--- config.mk ---
export PLATFORM = sky130hd
export DESIGN_NAME = sync_length_checksum_deframer_flat
export DESIGN_NICKNAME = d
export VERILOG_FILES = /design/src/hw/rtl/slcd_pkg.sv /design/src/hw/rtl/slcd_ifs.sv /design/src/hw/rtl/slcd_ram.sv /design/src/hw/rtl/slcd_cmd_fifo.sv /design/src/hw/rtl/slcd_front.sv /design/src/hw/rtl/slcd_back.sv /design/src/hw/rtl/sync_length_checksum_deframer.sv /design/src/flat_wrapper.sv
export SDC_FILE = /design/constraint.sdc
export NUM_CORES = 1
export LEC_CHECK = 0
export ABC_CLOCK_PERIOD_IN_PS = 3160
export BUFFER_PORTS_ARGS = -buffer_cell sky130_fd_sc_hd__buf_4
export CORE_ASPECT_RATIO = 1.5
export CORE_MARGIN = 4
export CORE_UTILIZATION = 55
export CTS_CLUSTER_SIZE = 20
export DETAILED_ROUTE_END_ITERATION = 8
export HOLD_SLACK_MARGIN = 0.03
export PLACE_DENSITY = 0.73
export SYNTH_ARGS = -nofsm -noshare
export SYNTH_HDL_FRONTEND = slang
export SYNTH_SLANG_ARGS = --single-unit
export TNS_END_PERCENT = 10
--- constraint.sdc ---
create_clock -name clk -period 3.16 [get_ports clk]
set_input_delay 0.316 -clock clk [delete_from_list [all_inputs] [get_ports clk]]
set_output_delay 0.316 -clock clk [all_outputs]
set_load 0.05 [all_outputs]
--- src/hw/rtl/slcd_pkg.sv ---
package slcd_pkg;

  localparam int PAYLOAD_BYTES = 12;
  localparam int IDX_W         = (PAYLOAD_BYTES > 1) ? $clog2(PAYLOAD_BYTES) : 1;
  localparam int ADDR_W        = IDX_W + 1;        // bank bit on top of byte index
  localparam int RAM_DEPTH     = 2 ** ADDR_W;
  localparam int CMDQ_DEPTH    = 2;
  localparam int CFG_IDX_W     = 1;

  localparam logic [7:0]       FIRST_SYNC_RST  = 8'd67;
  localparam logic [7:0]       SECOND_SYNC_RST = 8'd79;
  localparam logic [7:0]       LEN_BYTE        = 8'(PAYLOAD_BYTES);
  localparam logic [IDX_W-1:0] LAST_IDX        = IDX_W'(PAYLOAD_BYTES - 1);

  localparam logic ST_OK  = 1'b0;
  localparam logic ST_ERR = 1'b1;

  typedef enum logic [CFG_IDX_W-1:0] {
    CFG_FIRST_SYNC  = 1'b0,
    CFG_SECOND_SYNC = 1'b1
  } cfg_reg_t;

  typedef enum logic [2:0] {
    PH_SYNC1,
    PH_SYNC2,
    PH_LEN,
    PH_DATA,
    PH_SUM
  } phase_t;

  typedef enum logic [1:0] {
    B_IDLE,
    B_READ,
    B_SEND
  } back_state_t;

  // one entry per finished frame, front to back
  typedef struct packed {
    logic err;
    logic bank;
  } cmd_t;

  // back tells front that a payload bank has been fully drained
  typedef struct packed {
    logic valid;
    logic bank;
  } release_t;

endpackage

--- src/hw/rtl/slcd_ifs.sv ---
interface slcd_in_if;
  logic       valid;
  logic       ready;
  logic [7:0] rx_byte;

  modport source (output valid, output rx_byte, input ready);
  modport sink   (input valid, input rx_byte, output ready);
endinterface

interface slcd_out_if;
  logic       valid;
  logic       ready;
  logic [7:0] data_byte;
  logic [5:0] byte_index;
  logic       frame_status;
  logic       last;

  modport source (output valid, output data_byte, output byte_index,
                  output frame_status, output last, input ready);
  modport sink   (input valid, input data_byte, input byte_index,
                  input frame_status, input last, output ready);
endinterface

interface slcd_cfg_if;
  logic                           valid;
  logic                           ready;
  logic [slcd_pkg::CFG_IDX_W-1:0] index;
  logic [7:0]                     data;

  modport source (output valid, output index, output data, input ready);
  modport sink   (input valid, input index, input data, output ready);
endinterface

--- src/hw/rtl/slcd_ram.sv ---
module slcd_ram #(
  parameter int WIDTH = 8,
  parameter int DEPTH = 16
) (
  input  logic                                       clk,
  input  logic                                       we,
  input  logic [((DEPTH > 1) ? $clog2(DEPTH) : 1)-1:0] waddr,
  input  logic [WIDTH-1:0]                           wdata,
  input  logic                                       re,
  input  logic [((DEPTH > 1) ? $clog2(DEPTH) : 1)-1:0] raddr,
  output logic [WIDTH-1:0]                           rdata
);

  logic [WIDTH-1:0] mem_r [DEPTH];
  logic [WIDTH-1:0] rdata_r;

  always_ff @(posedge clk) begin
    if (we) begin
      mem_r[waddr] <= wdata;
    end
    if (re) begin
      rdata_r <= mem_r[raddr];
    end
  end

  assign rdata = rdata_r;

endmodule

--- src/hw/rtl/slcd_cmd_fifo.sv ---
module slcd_cmd_fifo (
  input  logic           clk,
  input  logic           rst_n,
  input  logic           wr_en,
  input  slcd_pkg::cmd_t wr_data,
  output logic           full,
  input  logic           rd_en,
  output slcd_pkg::cmd_t rd_data,
  output logic           empty
);

  localparam int PTR_W = (slcd_pkg::CMDQ_DEPTH > 1) ? $clog2(slcd_pkg::CMDQ_DEPTH) : 1;
  localparam int CNT_W = $clog2(slcd_pkg::CMDQ_DEPTH + 1);

  slcd_pkg::cmd_t   mem_r [slcd_pkg::CMDQ_DEPTH];
  logic [PTR_W-1:0] wr_ptr_r, wr_ptr_nxt;
  logic [PTR_W-1:0] rd_ptr_r, rd_ptr_nxt;
  logic [CNT_W-1:0] cnt_r, cnt_nxt;
  logic             push, pop;

  assign full    = (cnt_r == CNT_W'(slcd_pkg::CMDQ_DEPTH));
  assign empty   = (cnt_r == '0);
  assign push    = wr_en && !full;
  assign pop     = rd_en && !empty;
  assign rd_data = mem_r[rd_ptr_r];

  always_comb begin
    wr_ptr_nxt = wr_ptr_r;
    rd_ptr_nxt = rd_ptr_r;
    cnt_nxt    = cnt_r;
    if (push) begin
      wr_ptr_nxt = (wr_ptr_r == PTR_W'(slcd_pkg::CMDQ_DEPTH - 1)) ? '0 : wr_ptr_r + 1'b1;
    end
    if (pop) begin
      rd_ptr_nxt = (rd_ptr_r == PTR_W'(slcd_pkg::CMDQ_DEPTH - 1)) ? '0 : rd_ptr_r + 1'b1;
    end
    if (push && !pop) begin
      cnt_nxt = cnt_r + 1'b1;
    end else if (pop && !push) begin
      cnt_nxt = cnt_r - 1'b1;
    end
  end

  always_ff @(posedge clk) begin
    if (!rst_n) begin
      wr_ptr_r <= '0;
      rd_ptr_r <= '0;
      cnt_r    <= '0;
    end else begin
      wr_ptr_r <= wr_ptr_nxt;
      rd_ptr_r <= rd_ptr_nxt;
      cnt_r    <= cnt_nxt;
    end
  end

  always_ff @(posedge clk) begin
    if (push) begin
      mem_r[wr_ptr_r] <= wr_data;
    end
  end

endmodule

--- src/hw/rtl/slcd_front.sv ---
module slcd_front (
  input  logic                          clk,
  input  logic                          rst_n,
  slcd_in_if.sink                       in_if,
  input  logic [7:0]                    first_sync,
  input  logic [7:0]                    second_sync,
  output logic                          q_wr_en,
  output slcd_pkg::cmd_t                q_wr_data,
  input  logic                          q_full,
  input  slcd_pkg::release_t            rel,
  output logic                          ram_we,
  output logic [slcd_pkg::ADDR_W-1:0]   ram_waddr,
  output logic [7:0]                    ram_wdata
);

  slcd_pkg::phase_t            phase_r, phase_nxt;
  logic [7:0]                  sum_r, sum_nxt;
  logic [slcd_pkg::IDX_W-1:0]  cnt_r, cnt_nxt;
  logic                        bank_r, bank_nxt;
  logic [1:0]                  busy_r, busy_nxt;
  logic                        accept;
  logic                        sum_ok;

  assign accept = in_if.valid && in_if.ready;
  assign sum_ok = (sum_r == in_if.rx_byte);

  // next phase
  always_comb begin
    phase_nxt = phase_r;
    if (accept) begin
      unique case (phase_r)
        slcd_pkg::PH_SYNC1: begin
          if (in_if.rx_byte == first_sync) phase_nxt = slcd_pkg::PH_SYNC2;
        end
        slcd_pkg::PH_SYNC2: begin
          phase_nxt = (in_if.rx_byte == second_sync) ? slcd_pkg::PH_LEN : slcd_pkg::PH_SYNC1;
        end
        slcd_pkg::PH_LEN: begin
          phase_nxt = (in_if.rx_byte == slcd_pkg::LEN_BYTE) ? slcd_pkg::PH_DATA
                                                            : slcd_pkg::PH_SYNC1;
        end
        slcd_pkg::PH_DATA: begin
          if (cnt_r == slcd_pkg::LAST_IDX) phase_nxt = slcd_pkg::PH_SUM;
        end
        default: phase_nxt = slcd_pkg::PH_SYNC1;
      endcase
    end
  end

  // handshake, store write and queue push
  always_comb begin
    unique case (phase_r)
      slcd_pkg::PH_DATA: in_if.ready = !busy_r[bank_r];
      slcd_pkg::PH_SUM:  in_if.ready = !q_full;
      default:           in_if.ready = 1'b1;
    endcase
    ram_we        = accept && (phase_r == slcd_pkg::PH_DATA);
    ram_waddr     = {bank_r, cnt_r};
    ram_wdata     = in_if.rx_byte;
    q_wr_en       = accept && (phase_r == slcd_pkg::PH_SUM);
    q_wr_data.err  = !sum_ok;
    q_wr_data.bank = bank_r;
  end

  // datapath and bank bookkeeping
  always_comb begin
    sum_nxt  = sum_r;
    cnt_nxt  = cnt_r;
    bank_nxt = bank_r;
    busy_nxt = busy_r;
    if (accept && (phase_r == slcd_pkg::PH_LEN) && (in_if.rx_byte == slcd_pkg::LEN_BYTE)) begin
      sum_nxt = '0;
      cnt_nxt = '0;
    end
    if (ram_we) begin
      sum_nxt = sum_r + in_if.rx_byte;
      cnt_nxt = cnt_r + 1'b1;
    end
    if (rel.valid) begin
      busy_nxt[rel.bank] = 1'b0;
    end
    // a good frame locks its bank until the back end has sent it
    if (q_wr_en && sum_ok) begin
      busy_nxt[bank_r] = 1'b1;
      bank_nxt         = !bank_r;
    end
  end

  always_ff @(posedge clk) begin
    if (!rst_n) begin
      phase_r <= slcd_pkg::PH_SYNC1;
      sum_r   <= '0;
      cnt_r   <= '0;
      bank_r  <= 1'b0;
      busy_r  <= '0;
    end else begin
      phase_r <= phase_nxt;
      sum_r   <= sum_nxt;
      cnt_r   <= cnt_nxt;
      bank_r  <= bank_nxt;
      busy_r  <= busy_nxt;
    end
  end

endmodule

--- src/hw/rtl/slcd_back.sv ---
module slcd_back (
  input  logic                          clk,
  input  logic                          rst_n,
  input  logic                          q_empty,
  input  slcd_pkg::cmd_t                q_rd_data,
  output logic                          q_rd_en,
  output logic                          ram_re,
  output logic [slcd_pkg::ADDR_W-1:0]   ram_raddr,
  input  logic [7:0]                    ram_rdata,
  output slcd_pkg::release_t            rel,
  slcd_out_if.source                    out_if
);

  slcd_pkg::back_state_t       state_r, state_nxt;
  slcd_pkg::cmd_t              cmd_r;
  logic [slcd_pkg::IDX_W-1:0]  idx_r;
  logic [7:0]                  data_r;
  logic [5:0]                  index_r;
  logic                        status_r;
  logic                        last_r;
  logic                        out_hs;

  assign out_hs = out_if.valid && out_if.ready;

  always_comb begin
    state_nxt = state_r;
    unique case (state_r)
      slcd_pkg::B_IDLE: begin
        if (!q_empty) state_nxt = q_rd_data.err ? slcd_pkg::B_SEND : slcd_pkg::B_READ;
      end
      slcd_pkg::B_READ: state_nxt = slcd_pkg::B_SEND;
      slcd_pkg::B_SEND: begin
        if (out_hs) state_nxt = last_r ? slcd_pkg::B_IDLE : slcd_pkg::B_READ;
      end
      default: state_nxt = slcd_pkg::B_IDLE;
    endcase
  end

  always_comb begin
    q_rd_en   = 1'b0;
    ram_re    = 1'b0;
    ram_raddr = {cmd_r.bank, idx_r + 1'b1};
    unique case (state_r)
      slcd_pkg::B_IDLE: begin
        q_rd_en   = !q_empty;
        ram_re    = !q_empty && !q_rd_data.err;
        ram_raddr = {q_rd_data.bank, {slcd_pkg::IDX_W{1'b0}}};
      end
      slcd_pkg::B_SEND: ram_re = out_hs && !last_r;
      default: ;
    endcase
    out_if.valid        = (state_r == slcd_pkg::B_SEND);
    out_if.data_byte    = data_r;
    out_if.byte_index   = index_r;
    out_if.frame_status = status_r;
    out_if.last         = last_r;
    rel.valid = (state_r == slcd_pkg::B_SEND) && out_hs && last_r
                && (status_r == slcd_pkg::ST_OK);
    rel.bank  = cmd_r.bank;
  end

  always_ff @(posedge clk) begin
    if (!rst_n) begin
      state_r <= slcd_pkg::B_IDLE;
    end else begin
      state_r <= state_nxt;
    end
  end

  always_ff @(posedge clk) begin
    unique case (state_r)
      slcd_pkg::B_IDLE: begin
        if (!q_empty) begin
          cmd_r    <= q_rd_data;
          idx_r    <= '0;
          data_r   <= '0;
          index_r  <= '0;
          status_r <= slcd_pkg::ST_ERR;
          last_r   <= 1'b1;
        end
      end
      slcd_pkg::B_READ: begin
        data_r   <= ram_rdata;
        index_r  <= 6'(idx_r);
        status_r <= slcd_pkg::ST_OK;
        last_r   <= (idx_r == slcd_pkg::LAST_IDX);
      end
      slcd_pkg::B_SEND: begin
        if (out_hs && !last_r) idx_r <= idx_r + 1'b1;
      end
      default: ;
    endcase
  end

endmodule

--- src/hw/rtl/sync_length_checksum_deframer.sv ---
// Channel | Dir | Beat payload                                        | Handshake
// in_if   | in  | rx_byte[7:0]                                        | valid/ready
// out_if  | out | data_byte[7:0] byte_index[5:0] frame_status last    | valid/ready
// cfg_if  | in  | index[0] (0 first_sync, 1 second_sync), data[7:0]   | valid/ready, ready tied high
//
// Input bytes are taken one per cycle. Payload goes into a two-bank store, so a
// new frame is received while the previous one drains. Input stalls during the
// payload only while both banks hold frames not yet sent, and on the checksum
// byte while the two-entry frame queue is full.
// Output: each payload beat takes a registered store read, then the output
// register; the next beat's read starts only when out_if takes the current one;
// an error beat is offered in the cycle after its queue entry is picked up.
// rst_n is synchronous; the store contents are not cleared and need no pass.
module sync_length_checksum_deframer (
  input  logic        clk,
  input  logic        rst_n,
  slcd_in_if.sink     in_if,
  slcd_out_if.source  out_if,
  slcd_cfg_if.sink    cfg_if
);

  logic [7:0]                        first_sync_r;
  logic [7:0]                        second_sync_r;
  logic                              q_wr_en, q_rd_en, q_full, q_empty;
  slcd_pkg::cmd_t                    q_wr_data, q_rd_data;
  slcd_pkg::release_t                rel;
  logic                              ram_we, ram_re;
  logic [slcd_pkg::ADDR_W-1:0]       ram_waddr, ram_raddr;
  logic [7:0]                        ram_wdata, ram_rdata;

  assign cfg_if.ready = 1'b1;

  always_ff @(posedge clk) begin
    if (!rst_n) begin
      first_sync_r  <= slcd_pkg::FIRST_SYNC_RST;
      second_sync_r <= slcd_pkg::SECOND_SYNC_RST;
    end else if (cfg_if.valid && cfg_if.ready) begin
      unique case (cfg_if.index)
        slcd_pkg::CFG_FIRST_SYNC:  first_sync_r  <= cfg_if.data;
        slcd_pkg::CFG_SECOND_SYNC: second_sync_r <= cfg_if.data;
        default: ;
      endcase
    end
  end

  slcd_front u_front (
    .clk         (clk),
    .rst_n       (rst_n),
    .in_if       (in_if),
    .first_sync  (first_sync_r),
    .second_sync (second_sync_r),
    .q_wr_en     (q_wr_en),
    .q_wr_data   (q_wr_data),
    .q_full      (q_full),
    .rel         (rel),
    .ram_we      (ram_we),
    .ram_waddr   (ram_waddr),
    .ram_wdata   (ram_wdata)
  );

  slcd_cmd_fifo u_cmdq (
    .clk     (clk),
    .rst_n   (rst_n),
    .wr_en   (q_wr_en),
    .wr_data (q_wr_data),
    .full    (q_full),
    .rd_en   (q_rd_en),
    .rd_data (q_rd_data),
    .empty   (q_empty)
  );

  slcd_ram #(
    .WIDTH (8),
    .DEPTH (slcd_pkg::RAM_DEPTH)
  ) u_store (
    .clk   (clk),
    .we    (ram_we),
    .waddr (ram_waddr),
    .wdata (ram_wdata),
    .re    (ram_re),
    .raddr (ram_raddr),
    .rdata (ram_rdata)
  );

  slcd_back u_back (
    .clk       (clk),
    .rst_n     (rst_n),
    .q_empty   (q_empty),
    .q_rd_data (q_rd_data),
    .q_rd_en   (q_rd_en),
    .ram_re    (ram_re),
    .ram_raddr (ram_raddr),
    .ram_rdata (ram_rdata),
    .rel       (rel),
    .out_if    (out_if)
  );

endmodule

--- src/flat_wrapper.sv ---
// flat-port wrapper written by rule: the top's interface ports become plain ports
module sync_length_checksum_deframer_flat 
  (clk, rst_n, in_if_valid, in_if_rx_byte, in_if_ready, out_if_valid, out_if_data_byte, out_if_byte_index, out_if_frame_status, out_if_last, out_if_ready, cfg_if_valid, cfg_if_index, cfg_if_data, cfg_if_ready);
  slcd_in_if in_if_i ();
  slcd_out_if out_if_i ();
  slcd_cfg_if cfg_if_i ();
  input  logic clk;
  input  logic rst_n;
  input wire logic [$bits(in_if_i.valid)-1:0] in_if_valid;
  input wire logic [$bits(in_if_i.rx_byte)-1:0] in_if_rx_byte;
  output wire logic [$bits(in_if_i.ready)-1:0] in_if_ready;
  output wire logic [$bits(out_if_i.valid)-1:0] out_if_valid;
  output wire logic [$bits(out_if_i.data_byte)-1:0] out_if_data_byte;
  output wire logic [$bits(out_if_i.byte_index)-1:0] out_if_byte_index;
  output wire logic [$bits(out_if_i.frame_status)-1:0] out_if_frame_status;
  output wire logic [$bits(out_if_i.last)-1:0] out_if_last;
  input wire logic [$bits(out_if_i.ready)-1:0] out_if_ready;
  input wire logic [$bits(cfg_if_i.valid)-1:0] cfg_if_valid;
  input wire logic [$bits(cfg_if_i.index)-1:0] cfg_if_index;
  input wire logic [$bits(cfg_if_i.data)-1:0] cfg_if_data;
  output wire logic [$bits(cfg_if_i.ready)-1:0] cfg_if_ready;
  assign in_if_i.valid = in_if_valid;
  assign in_if_i.rx_byte = in_if_rx_byte;
  assign in_if_ready = in_if_i.ready;
  assign out_if_valid = out_if_i.valid;
  assign out_if_data_byte = out_if_i.data_byte;
  assign out_if_byte_index = out_if_i.byte_index;
  assign out_if_frame_status = out_if_i.frame_status;
  assign out_if_last = out_if_i.last;
  assign out_if_i.ready = out_if_ready;
  assign cfg_if_i.valid = cfg_if_valid;
  assign cfg_if_i.index = cfg_if_index;
  assign cfg_if_i.data = cfg_if_data;
  assign cfg_if_ready = cfg_if_i.ready;
  sync_length_checksum_deframer u_core (.clk(clk), .rst_n(rst_n), .in_if(in_if_i), .out_if(out_if_i), .cfg_if(cfg_if_i));
endmodule
# [After elaboration in Yosys (flattened, before gate mapping)]
# Memories as Yosys holds them, arrays and structs flattened. A register that Yosys moved wholly into a read port is not among the register bits.
# Cells that the tools add are included.
[word_totals] n_memories=2 regBits=61 out_inout_bits=19 ramBits=260 input_bits=22
[classes] reduce_logical=41 n_mux=46 n_eq_ne=18 bitwise=6 addsub=7 magnitude_cmp=4
[memory_table] memory="u_core.u_store.mem_r" depth=32 width=8 read_ports=1 rd_ports_with_merged_regs=1 wr=1 line="slcd_ram.sv:14" rtl="logic [WIDTH-1:0] mem_r [DEPTH];"
[memory_table] memory="u_core.u_cmdq.mem_r" depth=2 width=2 read_ports=1 rd_ports_with_merged_regs=1 wr=1 line="slcd_cmd_fifo.sv:15" rtl="slcd_pkg::cmd_t mem_r [slcd_pkg::CMDQ_DEPTH];"
[op_table] cell="$eq 8x8->1" n=3
[op_table] cell="$mux 8" n=3
[op_table] cell="$logic_and 1x1->1" n=18
[op_table] cell="$mux 2" n=9
[op_table] cell="$mux 4" n=4
[op_table] cell="$pmux 8 s2" n=1
[op_table] cell="$mux 1" n=15
[op_table] cell="$pmux 3 s4" n=1
[op_table] cell="$pmux 6 s2" n=1
[op_table] cell="$reduce_and 2->1" n=5
[op_table] cell="$logic_not 1->1" n=9
[op_table] cell="$add 4x1->4 const B" n=2
[op_table] cell="$add 8x8->8" n=1
[op_table] cell="$eq 4x4->1 const B" n=2
[op_table] cell="$eq 8x4->1 const B" n=1
[op_table] cell="$pmux 1 s2" n=4
[op_table] cell="$pmux 4 s2" n=1
[op_table] cell="$reduce_bool 2->1" n=4
[op_table] cell="$eq 3x2->1 const B" n=2
[op_table] cell="$mux 3" n=2
[op_table] cell="$mux 6" n=1
[op_table] cell="$ne 2x2->1 const B" n=3
[op_table] cell="$pmux 2 s3" n=1
[op_table] cell="$reduce_and 3->1" n=2
[op_table] cell="18 further kinds" n=27

# [Logic depth before layout (Yosys ltp)]
[logic_depth] ltp_word=11 ltp_mapped=10 ltp_nobuf=8

# [By module]
# Synthesis repeated with hierarchy kept, for this count alone.
[hier_totals] cells_unflattened=765 hier_area_um2=13638.1
[by_module_without_submodules] mod="slcd_ram" cells_per_inst=417 seq_area_each_um2=7927.6 area_per_inst_um2=10133.5 n_inst=1
[by_module_without_submodules] mod="slcd_front" cells_per_inst=168 seq_area_each_um2=360.3 area_per_inst_um2=1492.7 n_inst=1
[by_module_without_submodules] mod="slcd_back" cells_per_inst=77 seq_area_each_um2=610.6 area_per_inst_um2=965.9 n_inst=1
[by_module_without_submodules] mod="sync_length_checksum_deframer" cells_per_inst=72 seq_area_each_um2=320.3 area_per_inst_um2=669.4 n_inst=1
[by_module_without_submodules] mod="slcd_cmd_fifo" cells_per_inst=31 seq_area_each_um2=220.2 area_per_inst_um2=376.6 n_inst=1

# [Worst setup path before layout]
# OpenSTA, ideal clock, no wires.
[synth_timing] kind="reg2reg" start="reg u_core.u_back.idx_r[0] in the netlist's numbering" end="reg u_core.u_store.rdata_r[0] (netlist: u_core.u_store.rdata[0]), read port of u_core.u_store.mem_r (data pin)" arrival_time_ns=2.184 required_time_ns=2.897 setup_time_ns=0.263 path_buffers=1 path_slack_ns=0.713 path_stages_with_launch=8 path_cell_list="edfxtp_1 > ha_1 > xnor2_1 > buf_2 > mux4_2 > mux2i_1 > o21ai_1 > a2111o_1"
[synth_between] elab_chain_cells=2
[synth_lines] item="from (decl)" line="slcd_back.sv:16" rtl="logic [slcd_pkg::IDX_W-1:0] idx_r;"
[synth_lines] item="from (signal assigned)" line="slcd_back.sv:89" rtl="if (out_hs && !last_r) idx_r <= idx_r + 1'b1;"
[synth_lines] item="$add 4x1->4" line="slcd_back.sv:42" rtl="ram_raddr = {cmd_r.bank, idx_r + 1'b1};"
[synth_lines] item="$mux 5" line="slcd_back.sv:43" rtl="unique case (state_r)"
[synth_lines] item="to (decl)" line="slcd_ram.sv:15" rtl="logic [WIDTH-1:0] rdata_r;"
# Every way passes these cells.
# A chain may end at the register's enable or synchronous reset.

# [Final worst setup path]
# Ends and elaborated chain as after synthesis.

==> flow_summary.yaml <==
die:
  initial_core_util_pct: 55.7
  die_h_um: 201
  ioPinCount: 41
  rows: 70
  die_area_um2: 27400
  die_w_um: 136
  coreArea_um2: 24400
drt:
  viasPerCell: 5.98
  wl_um: 31200
  drtAntennaViolNets: 0
  firstDrtPassIters: 5
  drcViolationCount: 0
  wire_per_inst_um: 22.3
  vias: 8349
  drt-initial-drc-count: 778
logic_synthesis:
  synth.top_cell.area_share_pct: 63.3
  synth_cell_types: 66
  ys_async_sr_fraction_pct: 0
  synth_most_common_cell: "edfxtp_1"
  synth_top_family_by_area: "simple AND/OR/NAND/NOR gates"
  postSynthCellCount: 974
  ys_top_cells_by_count: "edfxtp_1, nand2_1, nor2_1"
  ys_seq_area_share_pct: 69.3
  avgSynthCellArea_um2: 14.0
  synthXorXnorAreaFrac_pct: 1.86
  synth_edf_count: 287
  synth_fa_ha_area_share_pct: 1.34
  synth-seq-cells: 328
  ys_top_cells_by_area: "edfxtp_1, dfxtp_1, nand2_1, mux2i_1, mux4_2"
  yosys_warnings: 0
  mappedNetlistArea_um2: 13600
  synthMuxAreaShare_pct: 6.70
  synth.largest_area_cell: "edfxtp_1"
  synth_ff_type: "edfxtp_1"
  synth_compound_area_share_pct: 7.40
  yosys.area_share.simple_pct: 10.9
setup_path:
  cp_data_required_time_ns: 3.45
  r2r.worst_path.cells: 6
  crit_fanout: 10
  setup.worst_path.start_class: "flip-flop"
  end_kind: "flip-flop"
  timing.rr.start: "u_core.u_back.idx_r[0]"
  crit_arrival_ns: 3.17
  reg2reg_slack_ns: 0.28
  r2r_end: "u_core.u_store.rdata[0]"
  path_class: "reg -> reg"
sta:
  setup_viol: 0
  layout_min_cycle_time_ns: 2.88
  finalSetupTns_ns: 0
  fin_crit_sh_pct: 91.2
  hold_viol_final: 0
  fin_ws_ns: 0.279
  max_freq_mhz: 347
  relSlewSlack_pct: 30.4
  finalClockSkew_ns: 0.00821
  rsz0062_at_grt: "false"
  final_max_slew_viol_count: 0
  tightest_slew_ns: 1.04
finish:
  multiInputGateArea_um2: 3880
  utilization_pct: 63.5
  final_area_um2: 15500
  diodes: 0
  area_growth_pct: 14.0
  seq_area_um2: 9440
  drive_gt1_share_pct: 15.7
  fillCellCount: 1815
  num-nets-final: 1085
outcome:
  status: "finished clean"
grt:
  grtUsageTotal_pct: 22.9
  grt_pass1_wl_um: 47700
  grt_pass1_vias: 8357
  grt_max_degree: 47
  grt_antenna_before_repair: 0
  overflow: 0
job:
  maxCapViolCount: 0
clocking:
  cts_buffer_depth: 3
  cts_tree: "done"
  cts-buffers-inserted: 29
  insertion_delay_ns: 0.54
  postCtsSetupBuffers: 0
  h-tree-depth: 1
  clock_sinks: 328
  clkSlewWorstSetupHoldPaths_ns: 0.07
  cts_root_buf: "clkbuf_16"
min_path:
  worstHoldPathCells: 2
  min_to: "u_core.second_sync_r[3]"
  hp-start: "rst_n"
  hold_class: "in -> reg"
placed_design:
  numPortBuffers: 37
  dp_hpwl_um: 20800
  dpl-instance-area_um2: 14500
  pre_cts_ws_ns: 0.281
  gp_congestion: 0.902
power_and_ir_drop:
  ir_drop_mv: 0.651
  p_per_area_nw_per_um2: 828
  cellLeakagePower_uw: 0.00538
  finalPower_uw: 12900
[registers in the layout, summed over array words and instances (netlist names), 3 cells and up, named ones only]
signal and cells:
u_core.u_store.mem_r 256, u_core.first_sync_r 8, u_core.second_sync_r 8, u_core.u_back.out_if.data_byte 8
u_core.u_front.sum_r 8, u_core.u_store.rdata 8, u_core.u_back.idx_r 4, u_core.u_back.out_if.byte_index 4
u_core.u_cmdq.mem_r 4, u_core.u_front.cnt_r 4, u_core.u_front.phase_r 3
[layout make-up]
| cell class | instances | share of cell area, % |
|---|---|---|
| repair buffers | 102 | 5.14 |
| flip-flops and latches | 328 | 60.8 |
| well taps | 324 | 2.61 |
| clock inverters | 20 | 1.35 |
| multi-input cells | 574 | 25.0 |
| clock buffers | 33 | 4.77 |
| inverters | 14 | 0.339 |
[routing by layer]
layer	up-vias	GRT usage (%)	part of all wire [%]
met1	4151	27.0	36
met4	0	10.1	4.3
li1	3828	-	-
met5	-	0	0
met3	69	2.53	4.9
met2	301	41.4	55
[layout by cell type (no fill, tap or decap), types with 12 or more instances in the layout]
| cell | instances |
|---|---|
| inv_1 | 14 |
| ha_1 | 13 |
| nand3_1 | 51 |
| dfxtp_1 | 41 |
| buf_4 | 93 |
| nand2_1 | 120 |
| mux2i_1 | 42 |
| xor2_1 | 16 |
| edfxtp_1 | 287 |
| mux4_2 | 13 |
| clkbuf_16 | 29 |
| a21oi_1 | 29 |
| nor2_1 | 73 |
| o21ai_0 | 12 |
| and2_1 | 15 |
| nor3_1 | 15 |
[worst max-delay path, cell delays in order, from the launching register on]
cell and delay (ns):
edfxtp_1 0.40, ha_1 0.32, xnor2_2 0.66, mux4_2 0.60, mux2i_1 0.16, o21ai_1 0.08
a2111o_1 0.40
[cell families after synthesis]
| logic type | count (synthesis) |
|---|---|
| muxes | 66 |
| DFF | 328 |
| other | 2 |
| buffers and inverters | 73 |
| AOI/OAI and AO/OA | 140 |
| xor gates and xnor gates | 29 |
| and+or+nand+nor | 322 |
| adders and majority gates | 14 |
[worst max-delay path by stage]
| stage | startpoint | endpoint | slack (ns) | cells after the start |
|---|---|---|---|---|
| global placement | u_core.u_back.idx_r[0] | u_core.u_store.rdata[0] | 0.31 | 6 |
| global route | u_core.u_back.idx_r[0] | u_core.u_store.rdata[0] | 0.13 | 6 |
| CTS | u_core.u_back.idx_r[0] | u_core.u_store.rdata[0] | 0.27 | 6 |
| floorplan | u_core.u_back.idx_r[0] | u_core.u_store.rdata[0] | 0.71 | 7 |
| finish | u_core.u_back.idx_r[0] | u_core.u_store.rdata[0] | 0.28 | 6 |
| detailed placement | u_core.u_back.idx_r[0] | u_core.u_store.rdata[0] | 0.28 | 6 |
[power breakdown]
part | leakage, uW | internal (uW) | switching [uW] | total, uW
combinational | 0.00200 | 1520 | 2680 | 4200
clock | 0.000449 | 2010 | 1510 | 3520
sequential | 0.00292 | 4990 | 139 | 5130
total | 0.00538 | 8530 | 4330 | 12900
[through the flow]
stage	instances	hold slack [ns]
6_report	1395	0.0543
5_1_grt	1395	0.0557
4_1_cts	1395	0.0354
3_5_place_dp	1334	0.461
3_3_place_gp	1334	0.459
2_1_floorplan	975	0.415
[what timing repair did]
action | CTS | global route
hold endpoints to repair | 13 | 0
resized for setup | 0 | 0
hold buffers | 8 | 0
Note: power is estimated with default switching activity, not from simulation.
